[src/design/sbps_pkg.sv]
// Shared types, constants and the band damping table for the spectrum bar pixel shader.
// Stands alone; the top level takes everything here by scoped names.
`default_nettype none

package sbps_pkg;

   // Default values of the top-level parameters.
   localparam int BANDS_DEF    = 16;
   localparam int MAX_LEDS_DEF = 1024;

   // Field widths.
   localparam int LED_CNT_W  = 11;
   localparam int LED_IDX_W  = 10;
   localparam int BAND_IDX_W = 4;
   localparam int LEVEL_W    = 8;
   localparam int COEF_W     = 9;
   localparam int COLOR_W    = 8;
   localparam int GAIN_W     = 9;
   localparam int GAIN_SEL_W = 8;

   // Register file.
   localparam int CSR_ADDR_W = 3;
   localparam int CSR_DATA_W = 32;
   localparam logic REG_LED_COUNT   = 1'b0;
   localparam logic REG_TRANS_COLOR = 1'b1;
   localparam logic [LED_CNT_W-1:0] LED_COUNT_RST = 11'd60;

   // Request kinds and transition targets.
   localparam logic REQ_LOAD   = 1'b0;
   localparam logic REQ_RENDER = 1'b1;
   localparam logic TC_WHITE   = 1'b0;
   localparam logic TC_BLACK   = 1'b1;

   // Q8 damping gains.
   localparam logic [GAIN_W-1:0] GAIN_BASS  = 9'd333;
   localparam logic [GAIN_W-1:0] GAIN_LOW   = 9'd282;
   localparam logic [GAIN_W-1:0] GAIN_UNITY = 9'd256;
   localparam logic [GAIN_W-1:0] GAIN_MID   = 9'd230;

   // Arithmetic constants.
   localparam logic [COEF_W-1:0] Q8_ONE = 9'd256;
   localparam int HUE_SCALE = 160;
   localparam int VAL_BASE  = 40;
   localparam int VAL_SPAN  = 215;

   typedef enum logic [8:0] {
      S_IDLE  = 9'b000000001,
      S_DIV   = 9'b000000010,
      S_RD0   = 9'b000000100,
      S_RD1   = 9'b000001000,
      S_MUL0  = 9'b000010000,
      S_MUL1  = 9'b000100000,
      S_SCALE = 9'b001000000,
      S_VAL   = 9'b010000000,
      S_MIX   = 9'b100000000
   } state_type;

   // Per-band damping gain; bands not listed in the table run at unity.
   function automatic logic [GAIN_W-1:0] damp_gain(input logic [GAIN_SEL_W-1:0] band);
      logic [GAIN_W-1:0] g;
      case (band)
         8'd0, 8'd1: begin
            g = GAIN_BASS;
         end
         8'd2: begin
            g = GAIN_LOW;
         end
         8'd5, 8'd6, 8'd8, 8'd9, 8'd10: begin
            g = GAIN_MID;
         end
         default: begin
            g = GAIN_UNITY;
         end
      endcase
      return g;
   endfunction

endpackage

`default_nettype wire

[src/design/spectrum_bar_pixel_shader.sv]
// Render requests are taken one at a time: after acceptance, a bit-serial divider by the LED count
// runs over a dividend of DW = clog2(BANDS) + 18 bits, then states S_RD0 to S_MIX follow; requests
// are stalled until the block is back in idle, and S_MIX holds while the response is stalled.
// Load requests write the band store in the cycle of acceptance, one per cycle while idle.
// Synchronous active-high reset: all band levels read as zero, led_count = 60,
// transition_color = white. Depends on sbps_pkg.
`default_nettype none

module spectrum_bar_pixel_shader #(
   parameter int BANDS    = sbps_pkg::BANDS_DEF,
   parameter int MAX_LEDS = sbps_pkg::MAX_LEDS_DEF
) (
   input  wire logic                              clock,
   input  wire logic                              reset,

   input  wire logic                              req_valid,
   output logic                                   req_stall,
   input  wire logic                              req_type,
   input  wire logic [sbps_pkg::BAND_IDX_W-1:0]   req_band_index,
   input  wire logic [sbps_pkg::LEVEL_W-1:0]      req_band_power,
   input  wire logic [sbps_pkg::LED_IDX_W-1:0]    req_led_index,
   input  wire logic                              req_transition_on,
   input  wire logic [sbps_pkg::COEF_W-1:0]       req_blend_coef,

   output logic                                   rsp_valid,
   input  wire logic                              rsp_stall,
   output logic [sbps_pkg::LED_IDX_W-1:0]         rsp_pixel_index,
   output logic [sbps_pkg::COLOR_W-1:0]           rsp_hue,
   output logic [sbps_pkg::COLOR_W-1:0]           rsp_saturation,
   output logic [sbps_pkg::COLOR_W-1:0]           rsp_brightness,

   input  wire logic                              csr_psel,
   input  wire logic                              csr_penable,
   input  wire logic                              csr_pwrite,
   input  wire logic [sbps_pkg::CSR_ADDR_W-1:0]   csr_paddr,
   input  wire logic [sbps_pkg::CSR_DATA_W-1:0]   csr_pwdata,
   output logic [sbps_pkg::CSR_DATA_W-1:0]        csr_prdata,
   output logic                                   csr_pready
);

   // Band address width, the product width of (BANDS-1)*led and the dividend width.
   // Both dividends (160*led and (BANDS-1)*led*256) fit in DW bits.
   localparam int BW    = (BANDS > 1) ? $clog2(BANDS) : 1;
   localparam int PW    = BW + 10;
   localparam int DW    = PW + 8;
   localparam int CNT_W = $clog2(DW);
   localparam int LCW   = sbps_pkg::LED_CNT_W;
   // Largest LED count that the divider ever sees.
   localparam int N_CAP = (MAX_LEDS > 2047) ? 2047 : MAX_LEDS;

   // ------------------------------------------------------------------
   // Registers
   // ------------------------------------------------------------------
   sbps_pkg::state_type state_ff, state_in;

   logic [LCW-1:0]                     led_count_ff, led_count_in;
   logic                               trans_color_ff, trans_color_in;

   logic [sbps_pkg::LED_IDX_W-1:0]     led_ff, led_in;
   logic [sbps_pkg::COEF_W-1:0]        coef_ff, coef_in;
   logic                               trans_on_ff, trans_on_in;

   // Divider: two lanes share one counter, the divisor and the step timing.
   logic [LCW-1:0]                     div_n_ff, div_n_in;
   logic [DW-1:0]                      dvd_h_ff, dvd_h_in;
   logic [DW-1:0]                      dvd_p_ff, dvd_p_in;
   logic [LCW-1:0]                     rem_h_ff, rem_h_in;
   logic [LCW-1:0]                     rem_p_ff, rem_p_in;
   logic [CNT_W-1:0]                   cnt_ff, cnt_in;

   logic [BW-1:0]                      lo_ff, lo_in;
   logic [BW-1:0]                      hi_ff, hi_in;
   logic [7:0]                         frac_ff, frac_in;
   logic [sbps_pkg::COLOR_W-1:0]       hue_ff, hue_in;

   logic [16:0]                        gprod_ff, gprod_in;
   logic [15:0]                        acc_ff, acc_in;
   logic [23:0]                        scaled_ff, scaled_in;
   logic [sbps_pkg::COLOR_W-1:0]       val_ff, val_in;

   logic                               rsp_valid_ff, rsp_valid_in;
   logic [sbps_pkg::LED_IDX_W-1:0]     out_idx_ff, out_idx_in;
   logic [sbps_pkg::COLOR_W-1:0]       out_hue_ff, out_hue_in;
   logic [sbps_pkg::COLOR_W-1:0]       out_sat_ff, out_sat_in;
   logic [sbps_pkg::COLOR_W-1:0]       out_bri_ff, out_bri_in;

   // Band store: a synchronous memory plus one valid bit per band. An entry whose
   // valid bit is clear reads as level zero, so reset needs no clearing pass.
   logic [sbps_pkg::LEVEL_W-1:0]       band_mem [BANDS];
   logic [BANDS-1:0]                   band_vld_ff;
   logic [sbps_pkg::LEVEL_W-1:0]       mem_q_ff;
   logic                               vld_q_ff;

   // ------------------------------------------------------------------
   // Combinational helpers
   // ------------------------------------------------------------------
   logic                               req_accept;
   logic                               load_accept;
   logic                               render_accept;
   logic                               csr_write;
   logic [BW-1:0]                      wr_band;
   logic [BW-1:0]                      rd_addr;
   logic [LCW-1:0]                     n_eff;
   logic [17:0]                        hue_num;
   logic [PW-1:0]                      pos_prod;
   logic [LCW:0]                       step_h, step_p;
   logic                               ge_h, ge_p;
   logic [PW-1:0]                      lo_full;
   logic [BW-1:0]                      lo_c, hi_c;
   logic [7:0]                         frac_c;
   logic [sbps_pkg::LEVEL_W-1:0]       level;
   logic [BW-1:0]                      gain_band;
   logic [sbps_pkg::GAIN_W-1:0]        gain;
   logic [sbps_pkg::LEVEL_W-1:0]       damped;
   logic [8:0]                         weight;
   logic [16:0]                        wprod;
   logic [16:0]                        acc_sum;
   logic [15:0]                        val_y;
   logic [16:0]                        val_t;
   logic [8:0]                         val_q;
   logic [8:0]                         inv_coef;
   logic [16:0]                        mix_cv;
   logic [16:0]                        mix_white;
   logic [16:0]                        mix_sat;
   logic                               out_free;

   // Band index reduced modulo BANDS: four conditional subtractions of BANDS*8,
   // BANDS*4, BANDS*2 and BANDS cover every 4-bit index.
   function automatic logic [BW-1:0] wrap_band(input logic [sbps_pkg::BAND_IDX_W-1:0] idx);
      logic [10:0] r;
      r = 11'(idx);
      for (int k = 3; k >= 0; k--) begin
         if (r >= 11'(BANDS << k)) begin
            r = r - 11'(BANDS << k);
         end
      end
      return BW'(r);
   endfunction

   assign req_accept    = req_valid && !req_stall;
   assign load_accept   = req_accept && (req_type == sbps_pkg::REQ_LOAD);
   assign render_accept = req_accept && (req_type == sbps_pkg::REQ_RENDER);
   assign wr_band       = wrap_band(req_band_index);

   // The block works on one render request at a time; loads only come in while idle.
   assign req_stall  = (state_ff != sbps_pkg::S_IDLE);

   assign csr_pready = 1'b1;
   assign csr_write  = csr_psel && csr_penable && csr_pwrite && csr_pready;

   always_comb begin
      case (csr_paddr[2])
         sbps_pkg::REG_LED_COUNT: begin
            csr_prdata = sbps_pkg::CSR_DATA_W'(led_count_ff);
         end
         default: begin
            csr_prdata = sbps_pkg::CSR_DATA_W'(trans_color_ff);
         end
      endcase
   end

   // LED count as the divisor: capped at MAX_LEDS, and a count of zero acts as one.
   always_comb begin
      if (led_count_ff > LCW'(N_CAP)) begin
         n_eff = LCW'(N_CAP);
      end else if (led_count_ff == '0) begin
         n_eff = LCW'(1);
      end else begin
         n_eff = led_count_ff;
      end
   end

   assign hue_num  = 18'({8'd0, req_led_index} * 18'(sbps_pkg::HUE_SCALE));
   assign pos_prod = PW'(PW'(req_led_index) * PW'(BANDS - 1));

   // One restoring-division step per cycle in each lane.
   assign step_h = {rem_h_ff, dvd_h_ff[DW-1]};
   assign step_p = {rem_p_ff, dvd_p_ff[DW-1]};
   assign ge_h   = step_h >= {1'b0, div_n_ff};
   assign ge_p   = step_p >= {1'b0, div_n_ff};

   // Band position split: lower band, upper band and Q8 fraction. At or past the
   // last band both neighbors are the last band with a zero fraction.
   assign lo_full = dvd_p_ff[DW-1:8];
   always_comb begin
      if (lo_full >= PW'(BANDS - 1)) begin
         lo_c   = BW'(BANDS - 1);
         hi_c   = BW'(BANDS - 1);
         frac_c = 8'd0;
      end else begin
         lo_c   = BW'(lo_full);
         hi_c   = BW'(lo_full + PW'(1));
         frac_c = dvd_p_ff[7:0];
      end
   end

   assign rd_addr = (state_ff == sbps_pkg::S_RD0) ? lo_c : hi_ff;

   // Damped level of the band read last cycle, and the blend weight.
   assign level     = vld_q_ff ? mem_q_ff : '0;
   assign gain_band = (state_ff == sbps_pkg::S_RD1) ? lo_ff : hi_ff;
   assign gain      = sbps_pkg::damp_gain(sbps_pkg::GAIN_SEL_W'(gain_band));
   assign damped    = gprod_ff[16] ? 8'hFF : gprod_ff[15:8];
   assign weight    = (state_ff == sbps_pkg::S_MUL0) ?
                      (sbps_pkg::Q8_ONE - {1'b0, frac_ff}) : {1'b0, frac_ff};
   assign wprod     = {8'd0, weight} * {9'd0, damped};
   assign acc_sum   = {1'b0, acc_ff} + wprod;

   // Division by 255*256: drop the low byte, then y/255 = (y + (y >> 8) + 1) >> 8,
   // which is exact for every 16-bit y but 65535, a value that y never reaches here.
   assign val_y = scaled_ff[23:8];
   assign val_t = {1'b0, val_y} + {9'd0, val_y[15:8]} + 17'd1;
   assign val_q = val_t[16:8];

   // Transition blend. (256-c)*255 and 255*c are shift-and-subtract forms.
   assign inv_coef  = sbps_pkg::Q8_ONE - coef_ff;
   assign mix_cv    = {8'd0, coef_ff} * {9'd0, val_ff};
   assign mix_white = {inv_coef, 8'd0} - {8'd0, inv_coef};
   assign mix_sat   = {coef_ff, 8'd0} - {8'd0, coef_ff};

   assign out_free = !rsp_valid_ff || !rsp_stall;

   // ------------------------------------------------------------------
   // Next-state logic
   // ------------------------------------------------------------------
   always_comb begin
      logic [16:0] bri_sum;

      state_in       = state_ff;
      led_count_in   = led_count_ff;
      trans_color_in = trans_color_ff;
      led_in         = led_ff;
      coef_in        = coef_ff;
      trans_on_in    = trans_on_ff;
      div_n_in       = div_n_ff;
      dvd_h_in       = dvd_h_ff;
      dvd_p_in       = dvd_p_ff;
      rem_h_in       = rem_h_ff;
      rem_p_in       = rem_p_ff;
      cnt_in         = cnt_ff;
      lo_in          = lo_ff;
      hi_in          = hi_ff;
      frac_in        = frac_ff;
      hue_in         = hue_ff;
      gprod_in       = gprod_ff;
      acc_in         = acc_ff;
      scaled_in      = scaled_ff;
      val_in         = val_ff;
      rsp_valid_in   = rsp_valid_ff;
      out_idx_in     = out_idx_ff;
      out_hue_in     = out_hue_ff;
      out_sat_in     = out_sat_ff;
      out_bri_in     = out_bri_ff;
      bri_sum        = mix_cv + mix_white;

      if (csr_write) begin
         case (csr_paddr[2])
            sbps_pkg::REG_LED_COUNT: begin
               led_count_in = csr_pwdata[LCW-1:0];
            end
            default: begin
               trans_color_in = csr_pwdata[0];
            end
         endcase
      end

      if (rsp_valid_ff && !rsp_stall) begin
         rsp_valid_in = 1'b0;
      end

      case (state_ff)
         sbps_pkg::S_IDLE: begin
            if (render_accept) begin
               led_in      = req_led_index;
               coef_in     = (req_blend_coef > sbps_pkg::Q8_ONE) ?
                             sbps_pkg::Q8_ONE : req_blend_coef;
               trans_on_in = req_transition_on;
               div_n_in    = n_eff;
               dvd_h_in    = DW'(hue_num);
               dvd_p_in    = {pos_prod, 8'd0};
               rem_h_in    = '0;
               rem_p_in    = '0;
               cnt_in      = CNT_W'(DW - 1);
               state_in    = sbps_pkg::S_DIV;
            end
         end
         sbps_pkg::S_DIV: begin
            rem_h_in = ge_h ? LCW'(step_h - {1'b0, div_n_ff}) : step_h[LCW-1:0];
            rem_p_in = ge_p ? LCW'(step_p - {1'b0, div_n_ff}) : step_p[LCW-1:0];
            dvd_h_in = {dvd_h_ff[DW-2:0], ge_h};
            dvd_p_in = {dvd_p_ff[DW-2:0], ge_p};
            cnt_in   = cnt_ff - CNT_W'(1);
            if (cnt_ff == '0) begin
               state_in = sbps_pkg::S_RD0;
            end
         end
         sbps_pkg::S_RD0: begin
            // Lower band is being read; latch the split and the saturated hue.
            lo_in    = lo_c;
            hi_in    = hi_c;
            frac_in  = frac_c;
            hue_in   = (|dvd_h_ff[DW-1:8]) ? 8'hFF : dvd_h_ff[7:0];
            state_in = sbps_pkg::S_RD1;
         end
         sbps_pkg::S_RD1: begin
            gprod_in = {9'd0, level} * {8'd0, gain};
            state_in = sbps_pkg::S_MUL0;
         end
         sbps_pkg::S_MUL0: begin
            gprod_in = {9'd0, level} * {8'd0, gain};
            acc_in   = wprod[15:0];
            state_in = sbps_pkg::S_MUL1;
         end
         sbps_pkg::S_MUL1: begin
            acc_in   = acc_sum[15:0];
            state_in = sbps_pkg::S_SCALE;
         end
         sbps_pkg::S_SCALE: begin
            scaled_in = 24'({8'd0, acc_ff} * 24'(sbps_pkg::VAL_SPAN));
            state_in  = sbps_pkg::S_VAL;
         end
         sbps_pkg::S_VAL: begin
            val_in   = 8'(9'(sbps_pkg::VAL_BASE) + val_q);
            state_in = sbps_pkg::S_MIX;
         end
         sbps_pkg::S_MIX: begin
            if (out_free) begin
               rsp_valid_in = 1'b1;
               out_idx_in   = led_ff;
               out_hue_in   = hue_ff;
               out_sat_in   = 8'hFF;
               out_bri_in   = val_ff;
               if (trans_on_ff) begin
                  if (trans_color_ff == sbps_pkg::TC_WHITE) begin
                     out_bri_in = bri_sum[15:8];
                     out_sat_in = mix_sat[15:8];
                  end else begin
                     out_bri_in = mix_cv[15:8];
                  end
               end
               state_in = sbps_pkg::S_IDLE;
            end
         end
         default: begin
            state_in = sbps_pkg::S_IDLE;
         end
      endcase
   end

   // ------------------------------------------------------------------
   // Band store
   // ------------------------------------------------------------------
   always_ff @(posedge clock) begin
      if (load_accept) begin
         band_mem[wr_band] <= req_band_power;
      end
      mem_q_ff <= band_mem[rd_addr];
      vld_q_ff <= band_vld_ff[rd_addr];
   end

   always_ff @(posedge clock) begin
      if (reset) begin
         band_vld_ff <= '0;
      end else if (load_accept) begin
         band_vld_ff[wr_band] <= 1'b1;
      end
   end

   // ------------------------------------------------------------------
   // Register update
   // ------------------------------------------------------------------
   always_ff @(posedge clock) begin
      if (reset) begin
         state_ff       <= sbps_pkg::S_IDLE;
         led_count_ff   <= sbps_pkg::LED_COUNT_RST;
         trans_color_ff <= sbps_pkg::TC_WHITE;
         rsp_valid_ff   <= 1'b0;
      end else begin
         state_ff       <= state_in;
         led_count_ff   <= led_count_in;
         trans_color_ff <= trans_color_in;
         rsp_valid_ff   <= rsp_valid_in;
      end
   end

   always_ff @(posedge clock) begin
      led_ff      <= led_in;
      coef_ff     <= coef_in;
      trans_on_ff <= trans_on_in;
      div_n_ff    <= div_n_in;
      dvd_h_ff    <= dvd_h_in;
      dvd_p_ff    <= dvd_p_in;
      rem_h_ff    <= rem_h_in;
      rem_p_ff    <= rem_p_in;
      cnt_ff      <= cnt_in;
      lo_ff       <= lo_in;
      hi_ff       <= hi_in;
      frac_ff     <= frac_in;
      hue_ff      <= hue_in;
      gprod_ff    <= gprod_in;
      acc_ff      <= acc_in;
      scaled_ff   <= scaled_in;
      val_ff      <= val_in;
      out_idx_ff  <= out_idx_in;
      out_hue_ff  <= out_hue_in;
      out_sat_ff  <= out_sat_in;
      out_bri_ff  <= out_bri_in;
   end

   assign rsp_valid       = rsp_valid_ff;
   assign rsp_pixel_index = out_idx_ff;
   assign rsp_hue         = out_hue_ff;
   assign rsp_saturation  = out_sat_ff;
   assign rsp_brightness  = out_bri_ff;

   // ------------------------------------------------------------------
   // Assertions
   // ------------------------------------------------------------------
   // The divider's partial remainders never reach the divisor.
   a_rem_below_n: assert property (@(posedge clock) disable iff (reset)
      (state_ff == sbps_pkg::S_DIV) |-> (rem_h_ff < div_n_ff) && (rem_p_ff < div_n_ff))
      else $error("divider remainder out of range");

   // The two neighbor bands are in the store and at most one apart.
   a_band_pair: assert property (@(posedge clock) disable iff (reset)
      (state_ff == sbps_pkg::S_RD1) |->
         (hi_ff <= BW'(BANDS - 1)) &&
         ((hi_ff == lo_ff) || (hi_ff == BW'(lo_ff + 1'b1))))
      else $error("band pair out of range");

   // A result appears only as the last step of a render.
   a_rsp_from_mix: assert property (@(posedge clock) disable iff (reset)
      $rose(rsp_valid_ff) |-> $past(state_ff == sbps_pkg::S_MIX))
      else $error("result without a finished render");

   // The interpolated value never drops below its base.
   a_val_floor: assert property (@(posedge clock) disable iff (reset)
      (state_ff == sbps_pkg::S_MIX) |-> (val_ff >= 8'(sbps_pkg::VAL_BASE)))
      else $error("value below base");

endmodule

`default_nettype wire
[config.mk]
export PLATFORM = sky130hd
export DESIGN_NAME = spectrum_bar_pixel_shader
export DESIGN_NICKNAME = d
export VERILOG_FILES = /design/src/design/sbps_pkg.sv /design/src/design/spectrum_bar_pixel_shader.sv
export SDC_FILE = /design/constraint.sdc
export NUM_CORES = 1
export LEC_CHECK = 0
export BUFFER_PORTS_ARGS = -buffer_cell sky130_fd_sc_hd__buf_2
export CAP_MARGIN = 10
export CORE_MARGIN = 2
export CORE_UTILIZATION = 40
export DETAILED_ROUTE_END_ITERATION = 12
export REMOVE_ABC_BUFFERS = 1
export SETUP_SLACK_MARGIN = 0.05
export SLEW_MARGIN = 10
export SYNTH_ARGS = -nofsm -noshare
export SYNTH_HDL_FRONTEND = slang
export SYNTH_SLANG_ARGS = --single-unit
export TNS_END_PERCENT = 30
[constraint.sdc]
create_clock -name clock -period 9.4 [get_ports clock]
set_clock_uncertainty 0.1 [all_clocks]
set_input_delay 0.94 -clock clock [delete_from_list [all_inputs] [get_ports clock]]
set_output_delay 0.94 -clock clock [all_outputs]
set_load 0.1 [all_outputs]
# == Word-level counts from Yosys, hierarchy flattened ==
# Memories as Yosys holds them, arrays and structs flattened. A register that Yosys moved wholly into a read port is not among the register bits.
# Cells that the tools add are included.
# word_totals
ram_bits,128
mem_bits_ro,144
out_inout_bits,69
reg_bits,264
n_memories,2
# classes
bitwise_logic,4
multipliers,6
mux,35
n_reduce_logical,25
addsub,13
magnitude_cmp,8
eq_ne,13
# memory_table
name,words,word_bits,rd,rd_clocked_by_memory_dff,wr,line,source
(no name shown),16,9,1,0,0,sbps_pkg.sv:61,case (band)
band_mem,16,8,1,1,1,spectrum_bar_pixel_shader.sv:89,logic [sbps_pkg::LEVEL_W-1:0] band_mem [BANDS];
# op_table
operator,n
22-bit one-hot mux with 2 select lines,2
9-bit one-hot mux with 9 select lines,1
11-bit 2-to-1 mux,5
22-bit 2-to-1 mux,2
11-bit one-hot mux with 2 select lines,2
9-bit 2-to-1 mux,4
16-bit adder,2
9-bit by 8-bit multiplier with 16-bit output,2
8-bit 2-to-1 mux,4
16-bit one-hot mux with 2 select lines,1
16-bit by 9-bit subtractor with 16-bit output,2
12-bit by 11-bit greater-or-equal comparator with 1-bit output,2
16-bit by 8-bit multiplier with 24-bit output (second input constant),1
11-bit subtractor,2
8-bit by 9-bit multiplier with 17-bit output,1
16-bit by 1-bit adder with 16-bit output (second input constant),1
16-bit by 8-bit adder with 16-bit output,1
16-bit OR,1
14-bit by 4-bit greater-or-equal comparator with 1-bit output (second input constant),1
10-bit by 4-bit multiplier with 14-bit output (second input constant),1
14-bit OR reduction,1
10-bit by 3-bit multiplier with 13-bit output (second input constant),1
4-bit 2-to-1 mux,3
11-bit > comparator (second input constant),1
34 further kinds,60

# == Longest topological paths before layout ==
# Gate-level depths: netlist of run 1.
# logic_depth
depth_word,6
ltp_mapped,29
depth_no_buf,28

# == Least setup slack after synthesis of run 1 ==
# Ideal clock, no wire load.
# synth_timing
path_type,reg2reg
start,register state_ff[4]
end,"register cnt_ff[0], enable pin"
t_required_ns,8.702
stages_incl_launch_ff,6
setup_ns,0.598
arrival_time_ns,6.896
path_buffers,1
synth_period_minus_slack_ns,7.594
setup_slack_ns,1.806
path_cell_list,dfxtp_1 > nor2_1 > nand3_1 > or4b_1 > clkbuf_1 > o21ai_0
# synth_between
elab_chain_len,6
elab_cells_between_ends,9
classes_between,eq/ne (4); reduce/logical (5)
# synth_lines
item,line,source
start: declaration,spectrum_bar_pixel_shader.sv:54,"sbps_pkg::state_type state_ff, state_in;"
start signal: assignment,spectrum_bar_pixel_shader.sv:374,state_ff <= sbps_pkg::S_IDLE;
start signal: assignment,spectrum_bar_pixel_shader.sv:379,state_ff <= state_in;
9-bit by 1-bit inequality test with 1-bit output,spectrum_bar_pixel_shader.sv:146,assign req_stall = (state_ff != sbps_pkg::S_IDLE);
net req_stall,spectrum_bar_pixel_shader.sv:17,"output logic req_stall,"
1-bit logical NOT,spectrum_bar_pixel_shader.sv:140,assign req_accept = req_valid && !req_stall;
1-bit logical AND,spectrum_bar_pixel_shader.sv:140,
1-bit logical AND,spectrum_bar_pixel_shader.sv:142,assign render_accept = req_accept && (req_type == sbps_pkg::REQ_RENDER);
2-bit inequality test (no line),-,
2-bit AND reduction (no line),-,
end signal: assignment,spectrum_bar_pixel_shader.sv:395,cnt_ff <= cnt_in;
end: declaration,spectrum_bar_pixel_shader.sv:69,"logic [CNT_W-1:0] cnt_ff, cnt_in;"
# The timed path passes the listed nets, and every way through them passes these cells.
# A chain may end at the register's enable or synchronous reset.

# == Worst setup path in the final report of run 1 ==
# layout_timing
start,register state_ff[8]
end,"register acc_ff[15], data pin"
# layout_between
elab_chain_len,5
elab_cells_between_ends,6
classes_between,add/sub (1); mul (1); eq/ne (2); mux (2)
# layout_lines
item,line,source
9-bit by 5-bit == test with 1-bit output,"spectrum_bar_pixel_shader.sv:204, spectrum_bar_pixel_shader.sv:271",
9-bit 2-to-1 mux,spectrum_bar_pixel_shader.sv:204,assign weight = (state_ff == sbps_pkg::S_MUL0) ?
9-bit by 8-bit multiplier with 16-bit output,spectrum_bar_pixel_shader.sv:206,"assign wprod = {8'd0, weight} * {9'd0, damped};"
16-bit adder,spectrum_bar_pixel_shader.sv:207,"assign acc_sum = {1'b0, acc_ff} + wprod;"
16-bit one-hot mux with 2 select lines (*),spectrum_bar_pixel_shader.sv:271,case (state_ff)
net acc_in[15],spectrum_bar_pixel_shader.sv:77,"logic [15:0] acc_ff, acc_in;"
end signal: assignment,spectrum_bar_pixel_shader.sv:401,acc_ff <= acc_in;
end: declaration,spectrum_bar_pixel_shader.sv:77,
# Mark *: on every way through the listed nets, which the timed path passes. The rest lies on a longest branch.

==> results, run 1 <==
- For this configuration, the core starts out at a cell density of 40.5%.
- The area of the mapped netlist is roughly 28,000 µm².
- Measured against its own limit, the worst slew margin works out to roughly 28%.
- After synthesis, the largest area contributor takes up a little over a third of total cell area.
- The standard cell core area is 70,100 µm².
- The count of vias placed by the detailed router is 18,600.
- Ranked by instance count, the synthesized netlist is headed by edfxtp_1 (337), inv_1 (334), ha_1 (286).
- The transition at the pin with the smallest max-transition slack is 1080 ps.
- The count of nets left with antenna violations after detail routing is 0.
- From left edge to right edge, the die measures 271 µm.
- The cell that appears most often on the critical path is fa_1.
- The data arrival at the endpoint of the critical path is 7750 ps.
- The die is 271 µm tall.
- Entering global routing, the biggest net connects 72 pins.
- Subtracting the final worst setup slack from the clock period gives 7530 ps.
- The count of maximum capacitance violations is 0.
- The number of CTS-inserted buffers is 44.
- Data on the critical path is required at its endpoint by between 9000 and 10,000 ps.
- Setup repair after global routing left no endpoint under its margin.
- The register area is 11,100 µm².
- In the routed layout, each cell is associated on average with a via count of 5.05.
- For this run, the total global-route usage over all layers was measured as 16.6%.
- The routed wire length is slightly below 60,000 µm.
- The multi-input combinational cells in the finished layout cover a total of around 16,000 µm².
- For this design the static power due to leakage is 13.6 nW.
- The slowest stage of the critical path is the mux2i_1 cell.
- The final max-slew violation count came to 0.
- The number of setup violations in the final report is 0.
- The cell count after synthesis is 2,619.
- The power density relative to cell area is 167 nW/µm².
- Timing would allow up to about 0.13 GHz.
- Detailed placement ended at an HPWL of 44,300 µm.
- The die covers 73,200 µm².
- Together, buffers and inverters on the worst path number 3.
- The layout filler cell count is between 6,000 and 7,000.
- The CTS tree is built.
- The setup path with the least slack is of type flop to flop.
- The clock edge transition at the registers on the reported setup and hold paths is ~70 ps.
- The initial antenna violation count is 0.
- The number of nets in the layout is around 3,300.
- The leading cell type by number of instances after synthesis is edfxtp_1.
- Input and output buffers added on the ports amount to 98.
- For this design, the sink count on the clock tree is 384.
- Dividing the final minimum period by the clock period gives approximately four fifths.
- The pre-antenna-repair detailed-routing pass consisted of 5 iterations.
- Yosys attributes the largest share of cell area to edfxtp_1 (36%), fa_1 (14%), ha_1 (13%).
- The number of buffers inserted by hold repair at cts is 0.
- After routing, the total negative slack on setup checks comes to 0 ps.
- The via count of the first global-routing pass is 19,700.
- Broken down by cell family, the worst path's largest delay share belongs to adder cells.
- The synthesized design spends more area on one cell type than any other, namely edfxtp_1.
- Sequential elements use 38.9% of the synthesized area.
- Pin placement for this block handled 144 I/O pins.
- CTS built an H-tree with a depth of 2.
- The Yosys step of the flow raised 0 warnings.
- The detailed router finished its first iteration with 965 violations.
- The highest ir drop seen on vdd is 0.153 mV.
- At the later pin of the worst-skew pair, clock insertion delay measures roughly 590 ps.
- In the synthesized netlist the dominant register cell turns out to be edfxtp_1.
- The instance area after placement is 29,900 µm².
- Along the worst path, the maximum fanout reaches 8.
- The type of origin of the critical path is a flop.
- Of all flip-flops after synthesis, the portion carrying an async set or reset was 0%.
- Total power for the finished layout comes to approximately 0.0052 W.
- The final design area excluding fillers is approximately 31,000 µm².
- The number of flip-flops and latches in the synthesized netlist is 384.
- Counting flops with a built-in enable in the synthesized netlist gives 337.
- The first global-routing pass estimated 99,800 µm of wire.
- Averaged over all synthesized cells, the footprint is 10.9 µm².
- The number of library cell types mapped by synthesis is between 70 and 80.
- STA classifies the critical path endpoint as a flop.
- The number of rows created at floorplan is 97.
- The post-CTS repair timing setup buffer count is 0.
- The number of antenna diodes in the final layout is 0.
- The number of placed cells counting well taps is 3,603.
- The longest individual stage delay on the worst path is 640 ps.
- The last weighted congestion value of the routability-driven placer is 0.843.
- The number of cells upsized or downsized after cts is 0.
- The total grt overflow is 0.
- For this run, design rule violations remaining after detail routing come to 0.
- The number of hold violations in the final report is 0.
- The worst hold-check path type is flop to flop.
- After detailed routing, the average wire length per cell comes to 16.1 µm.
- The run finished with clean final reports.
- The non-filler instance count after layout is about 3,700.
- The maximum clock path buffer count is 3.
- From synthesis to final layout, the design area changed by 10.4%.
- The proportion of layout cells with a drive suffix above 1 is under 10%.
- The clock root buffer master is clkbuf_16.
[stage by stage]
| stage | hold WS (ps) | worst slack (ps) | utilization, % |
|---|---|---|---|
| floorplan | 300 | 1880 | - |
| global placement | 304 | 1920 | 42.6 |
| detailed placement | 307 | 1900 | 42.6 |
| CTS | 323 | 1860 | 44.7 |
| global route | 323 | 1350 | 44.7 |
| finish | 313 | 1870 | 44.7 |
[state kept, by name, summed over array words and instances (netlist names), 9 cells and up]
name,flops
gprod_ff,9
band_vld_ff,16
band_mem,128
acc_ff,16
coef_ff,9
state_ff,9
dvd_h_ff,22
led_ff,10
led_count_ff,11
scaled_ff,16
div_n_ff,11
dvd_p_ff,22
rem_h_ff,11
rem_p_ff,11
rsp_pixel_index,10
[cell usage in the layout (no fill, tap or decap), types with 45 or more instances in the layout]
| cell | count |
|---|---|
| inv_1 | 334 |
| fa_1 | 194 |
| xnor2_1 | 77 |
| a21oi_1 | 93 |
| and2_1 | 56 |
| nor2b_1 | 46 |
| dfxtp_1 | 47 |
| ha_1 | 286 |
| nand2_1 | 177 |
| xor2_1 | 52 |
| edfxtp_1 | 337 |
| nand3_1 | 45 |
| o21ai_0 | 49 |
| nor2_1 | 260 |
| mux2i_1 | 160 |
| buf_2 | 98 |
[where the power goes]
group	switching [W]	leakage [nW]	internal, W
Sequential	0.0000545	3.51	0.00197
Clock	0.000729	0.721	0.00101
Combinational	0.000857	9.34	0.000623
Total	0.00164	13.6	0.00360
[cells by family after synthesis]
kind of cell | count (synthesis) | synth area share [%]
flip-flops | 384 | 38.9
AO/OA/AOI/OAI | 275 | 6.18
other | 2 | 0.0264
AND/OR/NAND/NOR | 752 | 12.6
adder cells (fa/ha/maj) | 480 | 26.2
XOR/XNOR | 129 | 3.97
multiplexers | 171 | 6.07
buffers and inverters | 426 | 5.97
[worst paths after layout]
path	from	endpoint	slack [ps]	depth (start not counted)
max	state_ff[8]	acc_ff[15]	1870	26
min	led_ff[5]	rsp_pixel_index[5]	310	0
max reg2reg	state_ff[8]	acc_ff[15]	1870	26
min reg2reg	led_ff[5]	rsp_pixel_index[5]	310	0
[routing by layer]
metal	part of all wire, %	track usage (%)	up-vias	routed length (µm)
met5	0	0	-	0
met4	2.2	4.22	0	1300
met3	3.8	2.26	76	2280
met2	50	29.2	318	29500
met1	44	21.4	9165	26400
li1	-	-	9061	-
[final cells by class]
| class | instances | area share (%) |
|---|---|---|
| tap | 940 | 3.75 |
| multi-input combinational | 1829 | 50.3 |
| clock buffer | 57 | 3.76 |
| clock inverter | 25 | 0.969 |
| inverter | 335 | 4.01 |
| sequential | 384 | 35.2 |
| timing repair buffer | 115 | 1.97 |
(Power assumes the default switching activity.)
==> inputs of run 2 (changes only) <==
--- a/config.mk
+++ b/config.mk
@@ -5,6 +5,7 @@
 export SDC_FILE = /design/constraint.sdc
 export NUM_CORES = 1
 export LEC_CHECK = 0
+export ABC_AREA = 1
 export BUFFER_PORTS_ARGS = -buffer_cell sky130_fd_sc_hd__buf_2
 export CAP_MARGIN = 10
 export CORE_MARGIN = 2
==> constraint.sdc (replaced) <==
create_clock -name clock -period 6.2 [get_ports clock]
set_clock_uncertainty 0.1 [all_clocks]
set_input_delay 0.62 -clock clock [delete_from_list [all_inputs] [get_ports clock]]
set_output_delay 0.62 -clock clock [all_outputs]
set_load 0.1 [all_outputs]
==> run 2 against run 1 <==
The run now ends with design-rule violations left. Clock power up 59%. Register-to-register slack worse by 1800 ps. Non-clock buffer count up 145. Sequential power up 57%.
==> results, run 2 <==
- The standard cell core area is 73,100 µm² (was 70,100 µm²).
- The register area came to 11,100 µm² (about the same).
- The share of the yosys chip area belonging to registers is 37.4% (was 38.9%).
- The detailed-route wire length per cell is 14.7 µm (was 16.1 µm).
- The layer with the highest usage after global routing is met2 (unchanged).
- The number of hold violations in the final report is 0 (unchanged).
- The count of maximum capacitance violations was 0 (unchanged).
- The share of the synthesized area in the top cell type came to 34.2% (was 35.6%).
- The clock root buffer master is clkbuf_16 (unchanged).
- The number of nets in the layout is 4,023 (was 3,264).
- The via count of the first global-routing pass is 21,600 (was 19,700).
- The count of port buffers added during placement came to 98 (unchanged).
- The clock sink count was 384 (unchanged).
- The area of the mapped netlist was 29,600 µm² (was 28,400 µm²).
- The maximum number of pins on one net before global-route repair came to 75 (was 72).
- Biggest registers after layout: band_mem x128, dvd_h_ff x22, dvd_p_ff x22 (unchanged).
- Largest cells by area after synthesis: edfxtp_1 (34%), fa_1 (13%), ha_1 (12%) (was edfxtp_1 (36%), fa_1 (14%), ha_1 (13%)).
- The worst hold margin is 132 ps (was 313 ps).
- The number of rows created at floorplan is 99 (was 97).
- The final max-slew violation count is 0 (unchanged).
- The number of DRC violations after detailed-routing iteration 0 is 1,137 (was 965).
- The number of CTS-inserted buffers is 45 (was 44).
- The data arrival at the endpoint of the critical path was 6460 ps (was 7750 ps).
- The count of nets left with antenna violations after detail routing is 0 (unchanged).
- The number of iterations in the first detailed-routing pass is 9 (was 5).
- The number of flip-flops under the largest register name came to 128 (unchanged).
- The layout filler cell count is 7,017 (was 6,559).
- The total routing resource utilization after global routing is 17.2% (was 16.6%).
- The total grt overflow is 0 (unchanged).
- The area of the die is 76,200 µm² (was 73,200 µm²).
- The standard cell with the maximum stage delay on the critical path is fa_1 (was mux2i_1).
- The routed wire length is 65,700 µm (was 59,500 µm).
- The count of H-tree levels built during CTS was 2 (unchanged).
- The number of setup violations in the final report is 0 (unchanged).
- The highest attainable clock frequency is 0.163 GHz (was 0.133 GHz).
- The effective utilization at floorplan was 40.5% (about the same).
- The power density relative to cell area is 316 nW/µm² (was 167 nW/µm²).
- The cell count after synthesis came to 3,232 (was 2,619).
- The worst hold-check path type is input port to flop (was flop to flop).
- The initial antenna violation count is 0 (unchanged).
- The non-filler instance count after layout is 4,463 (was 3,685).
- The last weighted congestion value of the routability-driven placer was 0.885 (was 0.843).
- The longest individual stage delay on the worst path is 540 ps (was 640 ps).
- Run status: complete, but fails checks (was complete, no violations).
- The total leakage power came to 16.1 nW (was 13.6 nW).
- The horizontal extent of the die is 276 µm (was 271 µm).
- The average via count per standard cell is 4.90 (was 5.05).
- The highest ir drop seen on vdd is 0.294 mV (was 0.153 mV).
- The number of inserted diodes is 0 (unchanged).
- The average size of a mapped cell is 9.16 µm² (was 10.9 µm²).
- The detailed-placement wirelength estimate is 49,100 µm (was 44,300 µm).
- The data required time at the worst endpoint is 6550 ps (was 9630 ps).
- The leading cell type by number of instances after synthesis is inv_1 (was edfxtp_1).
- The normalized max-slew margin was 26.7% (was 28.1%).
- The latest clock arrival within the worst-skew pair is 610 ps (was 590 ps).
- The cell type with the highest occurrence count on the critical path is nand2_1 (was fa_1).
- Unrepaired setup endpoints after global routing: true (was false).
- The CTS tree is built (unchanged).
- The die extent in y is 276 µm (was 271 µm).
- The first-pass GRT wire length is 108,000 µm (was 99,800 µm).
- The portion of the clock cycle consumed by the worst path in the final layout came to 98.7% (was 80.1%).
- The critical setup path kind is flop to flop (unchanged).
- The global routing met1 resource utilization is 23.0% (was 21.4%).
- The I/O pin count is 144 (unchanged).
- The met2 layer usage reported by global route was 30.0% (was 29.2%).
- The commonest non-fill, non-tap cell in the layout is inv_1 (was edfxtp_1).
- The largest fanout on the critical path is 7 (was 8).
- The synthesis warning total is 0 (unchanged).
- The number of flip-flops and latches in the synthesized netlist is 384 (unchanged).
- The number of buffers inserted by hold repair at cts came to 0 (unchanged).
- The most frequently used flop master after synthesis is edfxtp_1 (unchanged).
- The number of flops mapped to enable cells by yosys is 337 (unchanged).
- The multi-input combinational cell area is 16,300 µm² (was 15,800 µm²).
- The transition at the pin with the smallest max-transition slack was 1090 ps (was 1080 ps).
- The proportion of layout cells with a drive suffix above 1 came to 14.4% (was 8.71%).
- Commonest cells after routing, fill and taps aside: inv_1 (629), nand2_1 (498), edfxtp_1 (337) (was edfxtp_1 (337), inv_1 (334), ha_1 (286)).
- The share of async-settable or async-resettable flops after synthesis is 0% (unchanged).
- The relative area change from synthesis to final layout is 15.8% (was 10.4%).
- The clock edge transition at the registers on the reported setup and hold paths came to 60 ps (was 70 ps).
- The total negative slack is 0 ps (unchanged).
- The minimum clock period after layout is 6120 ps (was 7530 ps).
- The global routing usage on met3 is 1.99% (was 2.26%).
- The number of library cell types mapped by synthesis is 57 (was 71).
- The residual DRC count was 4 (was 0).
- The category of the worst setup path capture point is a flop (unchanged).
- The cell type with the largest total area after synthesis is edfxtp_1 (unchanged).
- The final reports fail on design-rule violations.
- The count of vias placed by the detailed router came to 21,900 (was 18,600).
- The number of placed cells counting well taps was 4,348 (was 3,603).
- The maximum clock path buffer count is 3 (unchanged).
- The type of origin of the critical path is a flop (unchanged).
- Most frequent cells after synthesis: inv_1 (647), nand2_1 (506), edfxtp_1 (337) (was edfxtp_1 (337), inv_1 (334), ha_1 (286)).
- The register with the most flip-flops is band_mem (unchanged).
## run 2: worst max-delay path, delay by kind of cell (launching register included)
kind	cells	cell delay, ps
adders and majority gates	6	2570
DFF	1	320
and+or+nand+nor	12	1390
AOI/OAI and AO/OA	3	420
xor gates and xnor gates	3	460
buffers and inverters	9	670
## run 2: kinds of logic (layout without fill, tap and decap cells)
kind of cell	Yosys count	after routing	share of synthesized area [%]
AO/OA/AOI/OAI	443	443	9.17
buffers and inverters	745	997	10.0
other	2	22	0.0254
XOR/XNOR	98	98	2.90
AND/OR/NAND/NOR	1080	1080	15.3
flip-flops	384	384	37.4
adder cells (fa/ha/maj)	480	480	25.2
## run 2: per-layer routing
layer	part of all wire [%]	routed length [µm]
met4	1.7	1150
met2	48	31800
met1	46	30400
met5	0	0
met3	3.7	2430
## run 2: what timing repair did
action                     CTS  global route
setup endpoints to repair    8            23
setup buffers               21            11
gates resized for setup     64            81
pin swaps                   41            77
## run 2: cell type report
class                           count  share of cell area [%]
Multi-Input combinational cell   2123                    47.5
Sequential cell                   384                    32.3
Inverter                          654                    7.19
Timing Repair Buffer              260                    5.05
Tap cell                          959                    3.50
Clock buffer                       59                    3.44
Clock inverter                     24                    1.02
## run 2: worst paths after layout
check,startpoint,to,slack (ps),depth (start not counted)
worst max-delay path,state_ff[5],acc_ff[14],80,33
worst min-delay path,req_transition_on,trans_on_ff,130,1
worst max register to register,state_ff[5],acc_ff[14],80,33
worst min register to register,led_ff[1],rsp_pixel_index[1],310,0
## run 2: metrics by stage
stage	total power, W	utilization (%)	instance area [µm²]	setup slack, ps
3_3_place_gp	0.00750	43.6	31900	-288
5_1_grt	0.0116	46.9	34300	-279
3_5_place_dp	0.00754	43.6	31900	-376
4_1_cts	0.0105	46.3	33800	49.9
2_1_floorplan	0.00627	-	29200	-140
6_report	0.0108	46.9	34300	83.4
## run 2: report_power, final
part,switching (W),internal [W]
sequential,0.0000736,0.00310
clock,0.00115,0.00162
combinational,0.00289,0.00199
total,0.00412,0.00671
